**config.mk**
```make
export PLATFORM = sky130hd
export DESIGN_NAME = tunnelled_packet_deframer
export DESIGN_NICKNAME = d
export VERILOG_FILES = /design/src/rtl/tpd_pkg.sv /design/src/rtl/tunnelled_packet_deframer.sv /design/src/rtl/tpd_cfg_regs.sv /design/src/rtl/tpd_core.sv /design/src/rtl/tpd_out_buf.sv
export SDC_FILE = /design/constraint.sdc
export NUM_CORES = 1
export LEC_CHECK = 0
export ABC_AREA = 1
export BUFFER_PORTS_ARGS = -buffer_cell sky130_fd_sc_hd__buf_2
export CORE_MARGIN = 1.5
export CORE_UTILIZATION = 40
export DETAILED_ROUTE_END_ITERATION = 16
export GPL_ROUTABILITY_DRIVEN = 0
export HOLD_SLACK_MARGIN = 0.1
export PLACE_DENSITY = 0.56
export SKIP_LAST_GASP = 1
export SYNTH_ARGS = -nofsm -noshare
export SYNTH_HDL_FRONTEND = slang
export SYNTH_SLANG_ARGS = --single-unit
```
**constraint.sdc**
```tcl
create_clock -name clk -period 3.6 [get_ports clk]
set_input_delay 0.54 -clock clk [delete_from_list [all_inputs] [get_ports clk]]
set_output_delay 0.54 -clock clk [all_outputs]
set_load 0.02 [all_outputs]
```
**src/rtl/tpd_pkg.sv**
```systemverilog
package tpd_pkg;

  localparam int unsigned CFG_IDX_W = 3;

  localparam logic [CFG_IDX_W-1:0] REG_SINGLE_TYPE  = 3'd0;
  localparam logic [CFG_IDX_W-1:0] REG_ERROR_TYPE   = 3'd1;
  localparam logic [CFG_IDX_W-1:0] REG_CONTROL_TYPE = 3'd2;
  localparam logic [CFG_IDX_W-1:0] REG_MULTI_TYPE   = 3'd3;
  localparam logic [CFG_IDX_W-1:0] REG_PACKET_END   = 3'd4;
  localparam logic [CFG_IDX_W-1:0] REG_SEGMENT_END  = 3'd5;

  localparam logic [2:0] PH_IDLE   = 3'd0;
  localparam logic [2:0] PH_HEADER = 3'd1;
  localparam logic [2:0] PH_TYPE   = 3'd2;
  localparam logic [2:0] PH_SINGLE = 3'd3;
  localparam logic [2:0] PH_CTRL   = 3'd4;
  localparam logic [2:0] PH_MULTI  = 3'd5;
  localparam logic [2:0] PH_DROP   = 3'd6;

  localparam logic [2:0] KIND_PACKET_DATA  = 3'd0;
  localparam logic [2:0] KIND_SEGMENT_DATA = 3'd1;
  localparam logic [2:0] KIND_CONTROL      = 3'd2;
  localparam logic [2:0] KIND_PACKET_END   = 3'd3;
  localparam logic [2:0] KIND_SEGMENT_END  = 3'd4;
  localparam logic [2:0] KIND_TYPE_ERROR   = 3'd5;

  localparam logic [3:0]  ADDR_BYTES   = 4'd12;
  localparam logic [15:0] LEN_OVERHEAD = 16'd14;

  typedef struct packed {
    logic [7:0] single_type_code;
    logic [7:0] error_type_code;
    logic [7:0] control_type_code;
    logic [7:0] multi_type_code;
    logic [7:0] packet_end_marker;
    logic [7:0] segment_end_marker;
  } cfg_t;

  typedef struct packed {
    logic [7:0]  out_byte;
    logic [2:0]  out_kind;
    logic [15:0] out_length;
    logic [7:0]  out_frame_number;
  } res_t;

endpackage

```
**src/rtl/tunnelled_packet_deframer.sv**
```systemverilog
// channel | signals                                   | role
// input   | in_valid in_ready rx_byte frame_start     | one frame byte per beat
// output  | out_valid out_ready out_byte out_kind     | one result per beat
//         | out_length out_frame_number               |
// config  | cfg_we cfg_index cfg_data                 | register write, no wait
//
// one input beat per cycle while in_ready is high; a result passes through the
// input register, then a two-entry output buffer
// synchronous active-high reset restores register defaults and the idle frame state
// with out_ready low the buffer fills, then in_ready drops with one beat held in the
// input register
module tunnelled_packet_deframer (
  input  logic                          clk,
  input  logic                          rst,
  input  logic                          in_valid,
  output logic                          in_ready,
  input  logic [7:0]                    rx_byte,
  input  logic                          frame_start,
  output logic                          out_valid,
  input  logic                          out_ready,
  output logic [7:0]                    out_byte,
  output logic [2:0]                    out_kind,
  output logic [15:0]                   out_length,
  output logic [7:0]                    out_frame_number,
  input  logic                          cfg_we,
  input  logic [tpd_pkg::CFG_IDX_W-1:0] cfg_index,
  input  logic [7:0]                    cfg_data
);
  import tpd_pkg::*;

  cfg_t cfg;
  res_t push_data;
  res_t out_data;
  logic push_valid;
  logic buf_ready;

  tpd_cfg_regs u_cfg (
    .clk       (clk),
    .rst       (rst),
    .cfg_we    (cfg_we),
    .cfg_index (cfg_index),
    .cfg_data  (cfg_data),
    .cfg       (cfg)
  );

  tpd_core u_core (
    .clk         (clk),
    .rst         (rst),
    .cfg         (cfg),
    .in_valid    (in_valid),
    .in_ready    (in_ready),
    .rx_byte     (rx_byte),
    .frame_start (frame_start),
    .buf_ready   (buf_ready),
    .push_valid  (push_valid),
    .push_data   (push_data)
  );

  tpd_out_buf u_out_buf (
    .clk        (clk),
    .rst        (rst),
    .push_valid (push_valid),
    .push_data  (push_data),
    .buf_ready  (buf_ready),
    .out_valid  (out_valid),
    .out_ready  (out_ready),
    .out_data   (out_data)
  );

  assign out_byte         = out_data.out_byte;
  assign out_kind         = out_data.out_kind;
  assign out_length       = out_data.out_length;
  assign out_frame_number = out_data.out_frame_number;

endmodule

```
**src/rtl/tpd_cfg_regs.sv**
```systemverilog
module tpd_cfg_regs (
  input  logic                      clk,
  input  logic                      rst,
  input  logic                      cfg_we,
  input  logic [tpd_pkg::CFG_IDX_W-1:0] cfg_index,
  input  logic [7:0]                cfg_data,
  output tpd_pkg::cfg_t             cfg
);
  import tpd_pkg::*;

  always_ff @(posedge clk) begin
    if (rst) begin
      cfg.single_type_code   <= 8'd80;
      cfg.error_type_code    <= 8'd69;
      cfg.control_type_code  <= 8'd67;
      cfg.multi_type_code    <= 8'd77;
      cfg.packet_end_marker  <= 8'd34;
      cfg.segment_end_marker <= 8'd35;
    end else if (cfg_we) begin
      case (cfg_index)
        REG_SINGLE_TYPE:  cfg.single_type_code   <= cfg_data;
        REG_ERROR_TYPE:   cfg.error_type_code    <= cfg_data;
        REG_CONTROL_TYPE: cfg.control_type_code  <= cfg_data;
        REG_MULTI_TYPE:   cfg.multi_type_code    <= cfg_data;
        REG_PACKET_END:   cfg.packet_end_marker  <= cfg_data;
        REG_SEGMENT_END:  cfg.segment_end_marker <= cfg_data;
        default: ;
      endcase
    end
  end

endmodule

```
**src/rtl/tpd_core.sv**
```systemverilog
module tpd_core (
  input  logic          clk,
  input  logic          rst,
  input  tpd_pkg::cfg_t cfg,
  input  logic          in_valid,
  output logic          in_ready,
  input  logic [7:0]    rx_byte,
  input  logic          frame_start,
  input  logic          buf_ready,
  output logic          push_valid,
  output tpd_pkg::res_t push_data
);
  import tpd_pkg::*;

  // input register
  logic       iv;
  logic [7:0] ib;
  logic       is;

  logic [2:0]  phase, phase_next;
  logic [3:0]  header_count, header_count_next;
  logic [15:0] payload_left, payload_left_next;
  logic [7:0]  length_high_byte, length_high_byte_next;
  logic [15:0] sub_count, sub_count_next;
  logic [15:0] multi_total, multi_total_next;
  logic [7:0]  segment_number, segment_number_next;

  logic        fire;
  logic [15:0] left_dec;
  logic [15:0] sub_inc;
  logic [15:0] len;
  logic [15:0] total_sum;
  logic [2:0]  done_phase;

  assign fire     = iv && buf_ready;
  assign in_ready = !iv || buf_ready;

  always_ff @(posedge clk) begin
    if (rst) begin
      iv <= 1'b0;
    end else if (in_ready) begin
      iv <= in_valid;
    end
  end

  always_ff @(posedge clk) begin
    if (in_ready && in_valid) begin
      ib <= rx_byte;
      is <= frame_start;
    end
  end

  always_comb begin
    left_dec   = (payload_left != 16'd0) ? payload_left - 16'd1 : 16'd0;
    sub_inc    = sub_count + 16'd1;
    len        = {length_high_byte, ib};
    total_sum  = multi_total + sub_inc;
    done_phase = (left_dec == 16'd0) ? PH_DROP : PH_TYPE;

    phase_next            = phase;
    header_count_next     = header_count;
    payload_left_next     = payload_left;
    length_high_byte_next = length_high_byte;
    sub_count_next        = sub_count;
    multi_total_next      = multi_total;
    segment_number_next   = segment_number;
    push_valid            = 1'b0;
    push_data             = '0;

    if (is) begin
      phase_next        = PH_HEADER;
      header_count_next = 4'd1;
      sub_count_next    = 16'd0;
      payload_left_next = 16'd0;
    end else begin
      case (phase)
        PH_HEADER: begin
          if (header_count < ADDR_BYTES) begin
            header_count_next = header_count + 4'd1;
          end else if (header_count == ADDR_BYTES) begin
            length_high_byte_next = ib;
            header_count_next     = ADDR_BYTES + 4'd1;
          end else begin
            payload_left_next = (len >= LEN_OVERHEAD) ? len - LEN_OVERHEAD : 16'd0;
            header_count_next = 4'd0;
            phase_next        = (len > LEN_OVERHEAD) ? PH_TYPE : PH_DROP;
          end
        end
        PH_TYPE: begin
          sub_count_next    = 16'd1;
          payload_left_next = left_dec;
          if (ib == cfg.single_type_code) begin
            phase_next = PH_SINGLE;
          end else if (ib == cfg.error_type_code) begin
            phase_next         = PH_DROP;
            push_valid         = 1'b1;
            push_data.out_kind = KIND_TYPE_ERROR;
          end else if (ib == cfg.control_type_code) begin
            phase_next = PH_CTRL;
          end else if (ib == cfg.multi_type_code) begin
            segment_number_next = segment_number + 8'd1;
            phase_next          = PH_MULTI;
          end else begin
            phase_next         = PH_DROP;
            push_valid         = 1'b1;
            push_data.out_kind = KIND_TYPE_ERROR;
          end
        end
        PH_SINGLE: begin
          sub_count_next       = sub_inc;
          payload_left_next    = left_dec;
          push_valid           = 1'b1;
          push_data.out_length = sub_inc;
          if (ib == cfg.packet_end_marker) begin
            push_data.out_kind = KIND_PACKET_END;
            phase_next         = done_phase;
          end else begin
            push_data.out_byte = ib;
            push_data.out_kind = KIND_PACKET_DATA;
          end
        end
        PH_CTRL: begin
          sub_count_next       = sub_inc;
          payload_left_next    = left_dec;
          push_valid           = 1'b1;
          push_data.out_byte   = ib;
          push_data.out_kind   = KIND_CONTROL;
          push_data.out_length = sub_inc;
          phase_next           = done_phase;
        end
        PH_MULTI: begin
          sub_count_next             = sub_inc;
          payload_left_next          = left_dec;
          push_valid                 = 1'b1;
          push_data.out_frame_number = segment_number;
          if (ib == cfg.segment_end_marker) begin
            multi_total_next     = total_sum;
            push_data.out_kind   = KIND_SEGMENT_END;
            push_data.out_length = sub_inc;
            phase_next           = done_phase;
          end else if (ib == cfg.packet_end_marker) begin
            multi_total_next     = 16'd0;
            segment_number_next  = 8'd0;
            push_data.out_kind   = KIND_PACKET_END;
            push_data.out_length = total_sum;
            phase_next           = done_phase;
          end else begin
            push_data.out_byte   = ib;
            push_data.out_kind   = KIND_SEGMENT_DATA;
            push_data.out_length = sub_inc;
          end
        end
        default: ;
      endcase
    end

    if (!fire) begin
      push_valid = 1'b0;
    end
  end

  always_ff @(posedge clk) begin
    if (rst) begin
      phase            <= PH_IDLE;
      header_count     <= 4'd0;
      payload_left     <= 16'd0;
      length_high_byte <= 8'd0;
      sub_count        <= 16'd0;
      multi_total      <= 16'd0;
      segment_number   <= 8'd0;
    end else if (fire) begin
      phase            <= phase_next;
      header_count     <= header_count_next;
      payload_left     <= payload_left_next;
      length_high_byte <= length_high_byte_next;
      sub_count        <= sub_count_next;
      multi_total      <= multi_total_next;
      segment_number   <= segment_number_next;
    end
  end

endmodule

```
**src/rtl/tpd_out_buf.sv**
```systemverilog
module tpd_out_buf (
  input  logic          clk,
  input  logic          rst,
  input  logic          push_valid,
  input  tpd_pkg::res_t push_data,
  output logic          buf_ready,
  output logic          out_valid,
  input  logic          out_ready,
  output tpd_pkg::res_t out_data
);
  import tpd_pkg::*;

  res_t       entry [2];
  logic       wr_ptr;
  logic       rd_ptr;
  logic [1:0] count;
  logic       pop;

  assign buf_ready = (count != 2'd2);
  assign out_valid = (count != 2'd0);
  assign out_data  = entry[rd_ptr];
  assign pop       = out_valid && out_ready;

  always_ff @(posedge clk) begin
    if (push_valid) begin
      entry[wr_ptr] <= push_data;
    end
  end

  always_ff @(posedge clk) begin
    if (rst) begin
      wr_ptr <= 1'b0;
      rd_ptr <= 1'b0;
      count  <= 2'd0;
    end else begin
      if (push_valid) begin
        wr_ptr <= !wr_ptr;
      end
      if (pop) begin
        rd_ptr <= !rd_ptr;
      end
      case ({push_valid, pop})
        2'b10:   count <= count + 2'd1;
        2'b01:   count <= count - 2'd1;
        default: count <= count;
      endcase
    end
  end

endmodule
```
==> results of run 1 <==
-- cells in the final DEF, fill, tap and decap left out, types with 5 or more instances in the layout --
cell                        netlist  routed
sky130_fd_sc_hd__nand2_1        312     312
sky130_fd_sc_hd__ha_1            22      22
sky130_fd_sc_hd__nor3_1          21      20
sky130_fd_sc_hd__nor2_1         145     143
sky130_fd_sc_hd__nand2_2          9       9
sky130_fd_sc_hd__clkinv_1         7       8
sky130_fd_sc_hd__o22ai_1         10      10
sky130_fd_sc_hd__o211ai_1         5       5
sky130_fd_sc_hd__edfxtp_1        79      79
sky130_fd_sc_hd__o21ai_0         74      74
sky130_fd_sc_hd__mux2_2          35      35
sky130_fd_sc_hd__a21oi_1        117     117
sky130_fd_sc_hd__inv_2           11      11
sky130_fd_sc_hd__xor2_1          41      41
sky130_fd_sc_hd__nand4_1         30      30
sky130_fd_sc_hd__or2_2           13      13
sky130_fd_sc_hd__xnor2_1         19      19
sky130_fd_sc_hd__dfxtp_1        125     125
sky130_fd_sc_hd__nand3_1         73      73
sky130_fd_sc_hd__clkbuf_16        0      25
sky130_fd_sc_hd__inv_1          117     117
sky130_fd_sc_hd__buf_2            6      61
sky130_fd_sc_hd__buf_4            6      10
sky130_fd_sc_hd__clkbuf_1        15      11
sky130_fd_sc_hd__nor4_1           6       6
-- flip-flops by register name (all words and copies together), names as in the netlist, named ones only --
register / count
u_cfg.cfg: 48
u_core.header_count: 4
u_core.ib: 8
u_core.is: 1
u_core.iv: 1
u_core.length_high_byte: 8
u_core.multi_total: 16
u_core.payload_left: 16
u_core.phase: 3
u_core.segment_number: 8
u_core.sub_count: 16
u_out_buf.count: 2
u_out_buf.entry: 70
u_out_buf.rd_ptr: 1
u_out_buf.wr_ptr: 1
-- report_power, final --
part	switching (mW)	internal, mW
logic	0.266	0.122
clock network	0.950	1.61
registers	0.0355	2.42
-- timing repair --
action / CTS / global route
setup endpoints to repair: 0 / 4
resized for setup: 0 / 2
endpoints found under the hold margin: 0 / 0
-- metrics by stage --
| step | setup slack (ps) | utilization, % | area [um^2] |
|---|---|---|---|
| finish | 381.0 | 45.78 | 12270 |
| global route | 1.015 | 45.78 | 12270 |
| CTS | 328.6 | 45.74 | 12260 |
| detailed placement | 352.8 | 42.64 | 11430 |
| global placement | 397.0 | 42.64 | 11430 |
| floorplan | 254.8 | - | 10860 |
-- worst paths after layout --
kind	slack, ps	depth (start not counted)	end	from
setup / recovery	380	18	u_out_buf.entry[0][22]$_DFFE_PP_	u_core.sub_count[0]$_SDFFE_PP0P_
hold / removal	200	1	u_core.ib[1]$_DFFE_PP_	rx_byte[1]
setup reg to reg	380	18	u_out_buf.entry[0][22]$_DFFE_PP_	u_core.sub_count[0]$_SDFFE_PP0P_
hold reg to reg	450	1	u_out_buf.rd_ptr$_SDFFE_PP0P_	u_out_buf.rd_ptr$_SDFFE_PP0P_
-- per-layer routing --
metal | routed length, um | vias up | track usage (%) | share of wire [%]
met1 | 14040 | 4182 | 28.97 | 50
met2 | 12130 | 242 | 31.78 | 43
met5 | 0 | - | 0 | 0
met3 | 1547 | 38 | 2.680 | 5.5
met4 | 514 | 0 | 5.210 | 1.8
li1 | - | 4666 | - | -
-- area by class of cell --
class                      count  area (um^2)
clock buffer                  38        694.4
clock inverter                 7        136.4
fill                        2650        14530
inverter                     135        506.7
multi-input combinational    979         5251
sequential                   204         4875
tap                          341        426.7
timing repair buffer          71        380.4
-- critical path: cells and delay by family, from the launching register on --
family | cells | cell delay, ps
AOI/OAI and AO/OA | 2 | 400
buffers and inverters | 2 | 170
adders and majority gates | 2 | 570
and+or+nand+nor | 10 | 1230
xor gates and xnor gates | 2 | 340
DFF | 1 | 350
-- cell families (layout without fill, tap and decap cells) --
| family | Yosys count | in the layout | share of synthesized area (%) |
|---|---|---|---|
| and+or+nand+nor | 630 | 630 | 25.11 |
| AOI/OAI and AO/OA | 230 | 230 | 11.66 |
| DFF | 204 | 204 | 44.87 |
| buffers and inverters | 174 | 251 | 7.026 |
| xor gates and xnor gates | 61 | 61 | 4.987 |
| muxes | 35 | 35 | 3.628 |
| adders and majority gates | 23 | 23 | 2.718 |
==> results summary, run 1 <==
The run finished with clean final reports. The placed wire-length estimate came out at approximately 20 mm. The worst setup path is of the reg2reg kind.

The count of synthesis-stage warnings from yosys is 0. The hold-fix buffer count after cts came out at 0. The total standard cell area after synthesis came out at approximately 11,000 um^2. Clock skew on the completed layout was measured at roughly 8 ps.

The global-route total usage across every layer came out at between 20% and 30%. STA classifies the critical path startpoint as a flop. Clock-pin slew was measured on the worst setup and hold paths at ~60 ps. The number of buffers created by CTS came out at 25. The leading register cell type out of synthesis is sky130_fd_sc_hd__dfxtp_1. Yosys instantiated no cell more often than sky130_fd_sc_hd__nand2_1. The relative area change from synthesis to final layout is 12.96%. The biggest area contributor in the post-synthesis netlist is sky130_fd_sc_hd__dfxtp_1.

The largest buffer count on any clock path is 3. Once the floorplan was initialized, standard cells occupied between 40% and 50% of the core. The fraction of final layout cells sized beyond drive strength 1 is 13.46%. In this design, the stage delay of the slowest critical-path cell is between 300 and 400 ps.

The count of state elements after synthesis is 204. Hold timing on the final database bottoms out at a slack of 198.5 ps. The max-slew violation count came out at 0. The cell count after synthesis came out at between 1,000 and 1,500. The maximum number of pins on one net before global-route repair is slightly below 60.

The share of synthesized area in the top cell type comes to between 20 and 25%. The count of antenna-violating nets left after detailed routing came out at 0. The number of distinct library cells after synthesis came out at 57. The remaining routing DRC violations is 0. Summed over all failing endpoints, the final setup total negative slack is 0 ps.

The number of placement rows came out at 60. For this run, the register share of the synthesized area comes to around 45%. The required time reported for the critical path endpoint is 3950 ps.

In this run the worst hold path is classified as in2reg. The clock latency on the worst-skew pair came out at roughly 520 ps. The die span in y is ~170 um. The number of detailed-routing iterations run before antenna repair is 6. The wire length of the first global-routing pass is 45.57 mm. The net count of the mapped netlist came out at about 1,400. Detailed routing inserted a total of roughly 9,100 vias. The top-level I/O count is a little over 60.

The remaining global-route overflow is 0. The antenna cell count is 0. The number of flops mapped to enable cells by yosys is between 70 and 80. The post-synthesis area per instance came out at around 8 um^2. The total setup violations reported at the end of the flow came out at 0. TritonCTS built the clock tree. In the post-synthesis netlist, the biggest area contributors are sky130_fd_sc_hd__dfxtp_1, sky130_fd_sc_hd__edfxtp_1, sky130_fd_sc_hd__nand2_1, sky130_fd_sc_hd__a21oi_1, sky130_fd_sc_hd__nor2_1. The number of failing hold endpoints at the final stage is 0. The initial detailed-routing violation count came out at approximately 550.

By count the netlist is led by sky130_fd_sc_hd__nand2_1, sky130_fd_sc_hd__nor2_1, sky130_fd_sc_hd__dfxtp_1, sky130_fd_sc_hd__a21oi_1, sky130_fd_sc_hd__inv_1. IR analysis of the VDD net gives a maximum drop of between 0.2 and 0.3 mV. The fmax came out at between 0.3 and 0.4 GHz.

The number of antenna violations at the first check in global routing is 0. The via count of the first global-routing pass is 8,670. The final standard cell count with taps included and fillers excluded is between 1,500 and 2,000. The time the worst path needs with I/O delays and setup is between 3000 and 4000 ps. Setup repair after global routing left no endpoint under its margin. Across the run, the number of max-cap violations was 0.

The final worst-path cycle share is 89.42%. The power density of the placed cells came out at between 400 and 500 nW/um^2. The design draws 5.399 mW. The chip width came out at between 150 and 200 um.

Dividing the detail-routed wire length by the instance count gives ~16 um. The relative slew slack came out at 47.49%. Including well taps, the total number of placed cells is between 1,500 and 2,000.

For this run, asynchronously set or reset flops after synthesis account for 0%. The root buffer cell chosen for the clock tree is sky130_fd_sc_hd__clkbuf_16. The sum of routed wire length over all layers is 28.23 mm.

At the worst endpoint, the arrival time is around 3600 ps. The number of H-tree levels came out at 1. The final layout contains ~1,500 nets.

Walking the worst path, the cells encountered are ha_1 -> nand4_1 -> nor2_1 -> nand2_1 -> nor2_1 -> nand3_1 -> nor2_1 -> nand2_1 -> xor2_1 -> inv_1 -> ha_1 -> inv_1 -> nor3_2 -> nand3_1 -> o21ai_0 -> xor2_1 -> nand2_1 -> a21oi_1. The clock net in this run drives a total of about 200 sinks. The die covers roughly 28,000 um^2. The critical path endpoint category is a flop. The number of input and output port buffers inserted is between 60 and 70. The region available for standard cell placement spans approximately 27,000 um^2. The leakage power came out at between 4 and 5 nW. After detailed routing, the number of vias per cell comes to just over 5. The top fanout value on the critical path is 5. The slowest cell on the critical path is sky130_fd_sc_hd__ha_1.

The slew at the pin with the worst max-slew slack came out at between 700 and 800 ps. The number of setup buffers added after CTS came out at 0.
(Power assumes the default switching activity.)
==> inputs of run 2 (changes only) <==
clock period = 3 ns   (was 3.6 ns; I/O delays follow)
==> results summary, run 2 (same netlist as run 1, synthesis figures left out) <==
The run finished with clean final reports. The placed wire-length estimate came to 20.41 mm (+2.6%). The cell family with the largest share of critical-path delay is simple AND/OR/NAND/NOR gates. The cell that appears most often on the critical path is sky130_fd_sc_hd__nand3_2. The cell-internal power came out at 4.911 mW (+18%). The clock transition at the registers of the reported paths came out at 60 ps (about the same). The number of maximum-capacitance constraint violations came out at 0 (unchanged). The setup slack of the critical path after layout came out at 124.3 ps (-256.7 ps).

The number of H-tree levels came out at 1 (unchanged). Setup repair after global routing could not meet its margin everywhere. The relative slew slack came out at 51.03% (+3.5 points). The sum of routed wire length over all layers is 29.33 mm (+3.9%).

The power share of the clock group came out at 47.0% (-0.4 points). The post-placement cell area came to 11,810 um^2 (+3.3%). The remaining global-route overflow is 0 (unchanged). The count of antenna-violating nets left after detailed routing is 0 (unchanged).

The initial detailed-routing violation count came to 680 (+23%). The initial core utilization was 40.53% (unchanged). The worst setup path is captured at a flop.

The library cell used most frequently in the layout, excluding fill and tap cells, is sky130_fd_sc_hd__nand2_1. The category of the critical setup timing path is reg2reg. The net switching power figure is 1.552 mW (+24%).

The fmax is 0.3477 GHz (+12%). The wire length of the first global-routing pass came out at 46.31 mm (+1.6%). The post-placement cell count is 1,776 (+2.7%). The number of failing hold endpoints at the final stage is 0 (unchanged). The highest cell delay on the worst timing path is 350 ps (about the same). The top-level I/O count came to 62 (unchanged).

The clock latency on the worst-skew pair is 530 ps (about the same). The via count normalized by instance count came out at 5.107 (-0.68%). The largest buffer count on any clock path came out at 3 (unchanged). The max-slew violation count is 0 (unchanged). The standard cell core area is 26,800 um^2 (unchanged). The number of detailed-routing iterations run before antenna repair was 5 (-1). The slowest stage of the critical path is the sky130_fd_sc_hd__dfxtp_2 cell. The largest registers in the layout are u_out_buf.entry: 70 flops, u_cfg.cfg: 48 flops. The fraction of final layout cells sized beyond drive strength 1 is 20.07% (+6.6 points). The required time reported for the critical path endpoint came out at 3250 ps (-700 ps). The combinational group share of total power came out at 7.5% (+0.3 points). The number of sinks handled by clock tree synthesis is 204 (unchanged).

The signal on the critical path passes through ha_4 -> nand4_1 -> nor2_1 -> nand2_1 -> nor2_2 -> nand3_2 -> nor2_4 -> buf_6 -> nand3_4 -> xnor2_2 -> ha_1 -> nand2_2 -> inv_2 -> a221oi_2 -> and2_4 -> nand3_2 -> nand3_2 -> a21oi_2. The setup skew after layout came out at 22.19 ps (+14.35 ps). The maximum number of pins on one net before global-route repair is 59 (unchanged).

The post-route standard cell area excluding fillers is 12,950 um^2 (+5.5%). The remaining routing DRC violations is 0 (unchanged). The slew at the pin with the worst max-slew slack came out at 734.5 ps (-53.07 ps). The number of antenna violations at the first check in global routing came out at 0 (unchanged).

The total setup violations reported at the end of the flow was 0 (unchanged). The leakage power was 5.372 nW (+8.3%). The relative area change from synthesis to final layout is 19.21%. The number of input and output port buffers inserted is 61 (unchanged).

The number of flip-flops in the largest register came out at 70 (unchanged). The number of buffers created by CTS came out at 24 (-4.0%). The fraction of power consumed by sequential logic came out at 45.5% (about the same). The number of placement rows came out at 60 (unchanged).

The via count of the routed design is 9,326 (+2.2%). The top fanout value on the critical path is 3 (-2). The count of fill cells added during filler insertion came out at 2,603 (-1.8%). The area taken by multi-input logic gates is 5484 um^2 (+4.4%). The area taken by flip-flops and latches is 4880 um^2 (+0.10%).

The die span in y was 167.8 um (unchanged). The master cell of the clock root buffer is sky130_fd_sc_hd__clkbuf_16. The chip width is 167.8 um (unchanged). The worst-case vdd ir drop was 0.4164 mV (+46%).

The library cells used most frequently in the layout, excluding fill and tap cells, are sky130_fd_sc_hd__nand2_1, sky130_fd_sc_hd__nor2_1, sky130_fd_sc_hd__dfxtp_1. The area enclosed by the die boundary came out at 28,160 um^2 (unchanged). The final worst-path cycle share is 95.86% (+6.4 points).

Counting flops per register, the top entry is u_out_buf.entry. The buffer and inverter count on the worst path was 2 (unchanged). The final standard cell count with taps included and fillers excluded is 1,826 (+2.9%). The time the worst path needs with I/O delays and setup came out at 2876 ps (-343.3 ps). The net switching share of the total power came to 24.01% (+0.83 points). The number of nets in the layout is 1,515 (+3.5%). The setup slack after placement was -93.50 ps (-446.3 ps).

The via count of the first global-routing pass is 8,720 (+0.58%). The power density of the placed cells is 499.0 nW/um^2 (+13%). The worst setup path is launched from a flop.

The critical path data arrival time came out at 3130 ps (-440 ps). The global-route total usage across every layer came to 20.54% (+0.43 points). The antenna cell count is 0 (unchanged). TritonCTS built the clock tree. The type of the most critical hold path is in2reg. The post-detailed-route wirelength per cell came out at 16.06 um (+1.0%).
==> run 2: routing by layer <==
| layer | GRT usage, % | vias to the layer above | routed length, um |
|---|---|---|---|
| met5 | 0 | - | 0 |
| met4 | 4.818 | 0 | 531 |
| met3 | 2.468 | 40 | 1274 |
| met2 | 32.72 | 216 | 12940 |
| met1 | 29.75 | 4302 | 14580 |
| li1 | - | 4768 | - |
==> run 2: cell type report <==
type / count / area share (%)
Clock buffer: 34 / 5.565
Clock inverter: 10 / 0.8889
Inverter: 135 / 3.913
Multi-Input combinational cell: 979 / 42.35
Sequential cell: 204 / 37.68
Tap cell: 341 / 3.295
Timing Repair Buffer: 123 / 6.309
==> run 2: worst paths after layout <==
check	start	to	slack, ps	cells past startpoint
worst max-delay path	u_core.sub_count[1]$_SDFFE_PP0P_	u_out_buf.entry[1][23]$_DFFE_PP_	120	18
worst max register to register	u_core.sub_count[1]$_SDFFE_PP0P_	u_out_buf.entry[1][23]$_DFFE_PP_	120	18
worst min-delay path	rx_byte[4]	u_core.ib[4]$_DFFE_PP_	120	1
worst min register to register	u_out_buf.rd_ptr$_SDFFE_PP0P_	flop	460	1
==> run 2: power groups by stage <==
stage | clock [mW] | combinational [mW] | sequential, mW
finish | 3.04 | 0.482 | 2.94
global route | 3.21 | 0.547 | 2.95
CTS | 3.11 | 0.480 | 2.94
detailed placement | 0 | 0.475 | 3.00
global placement | 0 | 0.474 | 3.00
floorplan | 0 | 0.349 | 2.98
==> run 2: stage by stage <==
stage | hold WS, ps | utilization, % | setup TNS, ps | power [mW]
global route | 101.1 | 48.32 | -645.0 | 6.700
finish | 116.4 | 48.32 | 0 | 6.463
global placement | 438.4 | 44.07 | -87.37 | 3.473
floorplan | 425.5 | - | 0 | 3.330
detailed placement | 459.3 | 44.07 | -481.0 | 3.476
CTS | 102.4 | 47.34 | 0 | 6.526
==> run 2: timing repair <==
| item | in CTS | in global routing |
|---|---|---|
| pin swaps | 4 | 29 |
| endpoints found under the hold margin | 2 | 0 |
| setup buffers | 1 | 3 |
| hold buffers | 2 | 0 |
| endpoints found under the setup margin | 7 | 24 |
| resized for setup | 4 | 58 |
==> inputs of run 3 (changes only) <==
PLACE_DENSITY = 0.62   (was 0.56)
==> results summary, run 3 (same netlist as run 1, synthesis figures left out) <==
The global-route total usage across every layer is 19.40% (-1.1 points). The critical path is of the reg2reg type. The antenna cell count was 0 (unchanged). The remaining global-route overflow is 0 (unchanged). The number of sinks handled by clock tree synthesis is 204 (unchanged). The number of nets in the layout came to 1,532 (+1.1%). The number of failing hold endpoints at the final stage is 0 (unchanged). The clock transition at the registers of the reported paths came out at 60 ps (about the same). The initial core utilization is 40.53% (unchanged). The slowest cell on the critical path is sky130_fd_sc_hd__dfxtp_2. The final worst-path cycle share came to 99.47% (+3.6 points). The fmax came out at 0.3351 GHz (-3.6%).

The critical path data arrival time came out at 3340 ps (+210 ps). The minimum hold slack came out at 119.2 ps (+2.851 ps). The number of flip-flops in the largest register was 70 (unchanged). Walking the worst path, the cells encountered are ha_4 -> nand4_1 -> nor2_1 -> nand2_1 -> nor2_2 -> nand3_2 -> nor2_4 -> nand2_1 -> xor2_1 -> inv_1 -> ha_4 -> a21o_1 -> a221oi_2 -> and2_4 -> nand2_2 -> nand3_2 -> nand3_2 -> a21oi_2. The post-route standard cell area excluding fillers is 13,010 um^2 (+0.47%).

The post-placement cell area is 11,870 um^2 (+0.53%). The time the worst path needs with I/O delays and setup is 2984 ps (+108.4 ps). The worst-case vdd ir drop came to 0.4388 mV (+5.4%). The standard cell core area came out at 26,800 um^2 (unchanged). STA classifies the critical path startpoint as a flop. The chip width came out at 167.8 um (unchanged). The max-slew violation count came out at 0 (unchanged). The number of H-tree levels is 1 (unchanged). The area enclosed by the die boundary came to 28,160 um^2 (unchanged). The maximum number of pins on one net before global-route repair came out at 59 (unchanged). The relative area change from synthesis to final layout came out at 19.78%.

In the final layout, the registers with the most flip-flops are u_out_buf.entry: 70 flops, u_cfg.cfg: 48 flops. The total negative setup slack is 0 ps (unchanged). The largest register by flop count is u_out_buf.entry.

The relative slew slack is 31.32% (-20 points). The setup slack after placement came out at -108.7 ps (-15.20 ps). The via count normalized by instance count came out at 5.125 (+0.34%). The die span in y came out at 167.8 um (unchanged). STA classifies the critical path endpoint as a flop. The setup slack of the critical path after layout came out at 15.91 ps (-108.4 ps). The clock latency on the worst-skew pair was 520 ps (about the same). Leaving out fill and tap cells, the most frequent cells in the layout are sky130_fd_sc_hd__nand2_1, sky130_fd_sc_hd__nor2_1, sky130_fd_sc_hd__dfxtp_1. The wire length of the first global-routing pass is 44.87 mm (-3.1%). CTS placed an instance of sky130_fd_sc_hd__clkbuf_16 at the clock tree root. The number of placement rows came out at 60 (unchanged). The number of buffers created by CTS came to 24 (unchanged). Setup repair after global routing could not meet its margin everywhere. The fraction of final layout cells sized beyond drive strength 1 is 19.84% (-0.23 points). The core utilization of the finished layout came out at 48.55% (+0.23 points). The path class of the tightest hold or removal check is in2reg. The post-detailed-route wirelength per cell came to 15.09 um (-6.1%). The highest cell delay on the worst timing path came out at 350 ps (about the same). The largest buffer count on any clock path came out at 3 (unchanged). TritonCTS built the clock tree.

The via count of the routed design is 9,445 (+1.3%). The top fanout value on the critical path came out at 4 (+1). The cell with the most instances on the worst path is sky130_fd_sc_hd__nand3_2. The count of antenna-violating nets left after detailed routing came out at 0 (unchanged). The placed wire-length estimate came out at 19.69 mm (-3.5%). The required time reported for the critical path endpoint is 3360 ps (+110 ps). The number of input and output port buffers inserted is 61 (unchanged). The run finished with clean final reports. The setup skew after layout was 9.684 ps (-12.51 ps).

Leaving out fill and tap cells, the most frequent cell in the layout is sky130_fd_sc_hd__nand2_1. The initial detailed-routing violation count is 673 (-1.0%). The via count of the first global-routing pass is 8,939 (+2.5%). The number of antenna violations at the first check in global routing is 0 (unchanged).

The leakage power is 5.415 nW (+0.80%). The sum of routed wire length over all layers is 27.81 mm (-5.2%). The number of maximum-capacitance constraint violations was 0 (unchanged). The number of detailed-routing iterations run before antenna repair came out at 5 (unchanged). The top-level I/O count came out at 62 (unchanged).

The remaining routing DRC violations was 0 (unchanged). The slew at the pin with the worst max-slew slack is 1028 ps (+293.2 ps). The total setup violations reported at the end of the flow came to 0 (unchanged). The power density of the placed cells was 480.0 nW/um^2 (-3.8%).
-- run 3: cell types whose count changed in the layout (fill, tap and decap cells not counted), moves of 3 or more --
| cell | before | now |
|---|---|---|
| sky130_fd_sc_hd__buf_4 | 56 | 69 |
| sky130_fd_sc_hd__dlygate4sd3_1 | 2 | 8 |
| sky130_fd_sc_hd__inv_1 | 111 | 117 |
| sky130_fd_sc_hd__inv_2 | 17 | 11 |
| sky130_fd_sc_hd__clkbuf_8 | 4 | 0 |
| sky130_fd_sc_hd__clkbuf_1 | 4 | 1 |
| sky130_fd_sc_hd__clkinv_4 | 2 | 5 |
| sky130_fd_sc_hd__nand2_2 | 14 | 11 |
-- run 3: report_power, final --
group | leakage [nW] | internal (mW) | switching, mW
registers | 1.76 | 2.90 | 0.0340
logic | 3.30 | 0.178 | 0.323
clock network | 0.361 | 1.59 | 1.22
total | 5.41 | 4.67 | 1.57
-- run 3: critical path: cells and delay by family, from the launching register on --
kind | cells | cell delay [ps]
AO/OA/AOI/OAI | 3 | 650
adder cells (fa/ha/maj) | 2 | 360
XOR/XNOR | 1 | 140
buffers and inverters | 1 | 110
AND/OR/NAND/NOR | 11 | 1220
flip-flops | 1 | 350
-- run 3: cell type report --
type | count | area [um^2]
fill | 2572 | 13790
multi-input combinational | 979 | 5478
sequential | 204 | 4878
timing repair buffer | 140 | 943.4
clock buffer | 27 | 654.4
inverter | 135 | 506.7
tap | 341 | 426.7
clock inverter | 17 | 123.9
-- run 3: worst paths after layout --
path	startpoint	end	slack, ps	depth (start not counted)
hold / removal	rx_byte[2]	u_core.ib[2]$_DFFE_PP_	120	1
setup reg to reg	u_core.sub_count[1]$_SDFFE_PP0P_	u_out_buf.entry[1][23]$_DFFE_PP_	20	18
setup / recovery	u_core.sub_count[1]$_SDFFE_PP0P_	u_out_buf.entry[1][23]$_DFFE_PP_	20	18
hold reg to reg	u_out_buf.rd_ptr$_SDFFE_PP0P_	flop	450	1
-- run 3: per-stage QoR --
| step | total power, mW | instances |
|---|---|---|
| 2_1_floorplan | 3.330 | 1357 |
| 4_1_cts | 6.298 | 1838 |
| 3_5_place_dp | 3.481 | 1786 |
| 3_3_place_gp | 3.474 | 1786 |
| 5_1_grt | 6.486 | 1843 |
| 6_report | 6.245 | 1843 |
-- run 3: what timing repair did --
action	4_1_cts	5_1_grt
endpoints found under the setup margin	10	92
setup buffers	0	5
hold endpoints to repair	8	0
gates resized for setup	7	43
hold buffers	8	0
pin swaps	1	25
-- run 3: layer usage --
metal / global-route usage [%] / vias up / share of wire (%)
met3: 2.680 / 40 / 4.7
met1: 26.60 / 4368 / 48
met4: 4.661 / 0 / 1.8
met5: 0 / - / 0
met2: 32.43 / 229 / 46
li1: - / 4808 / -
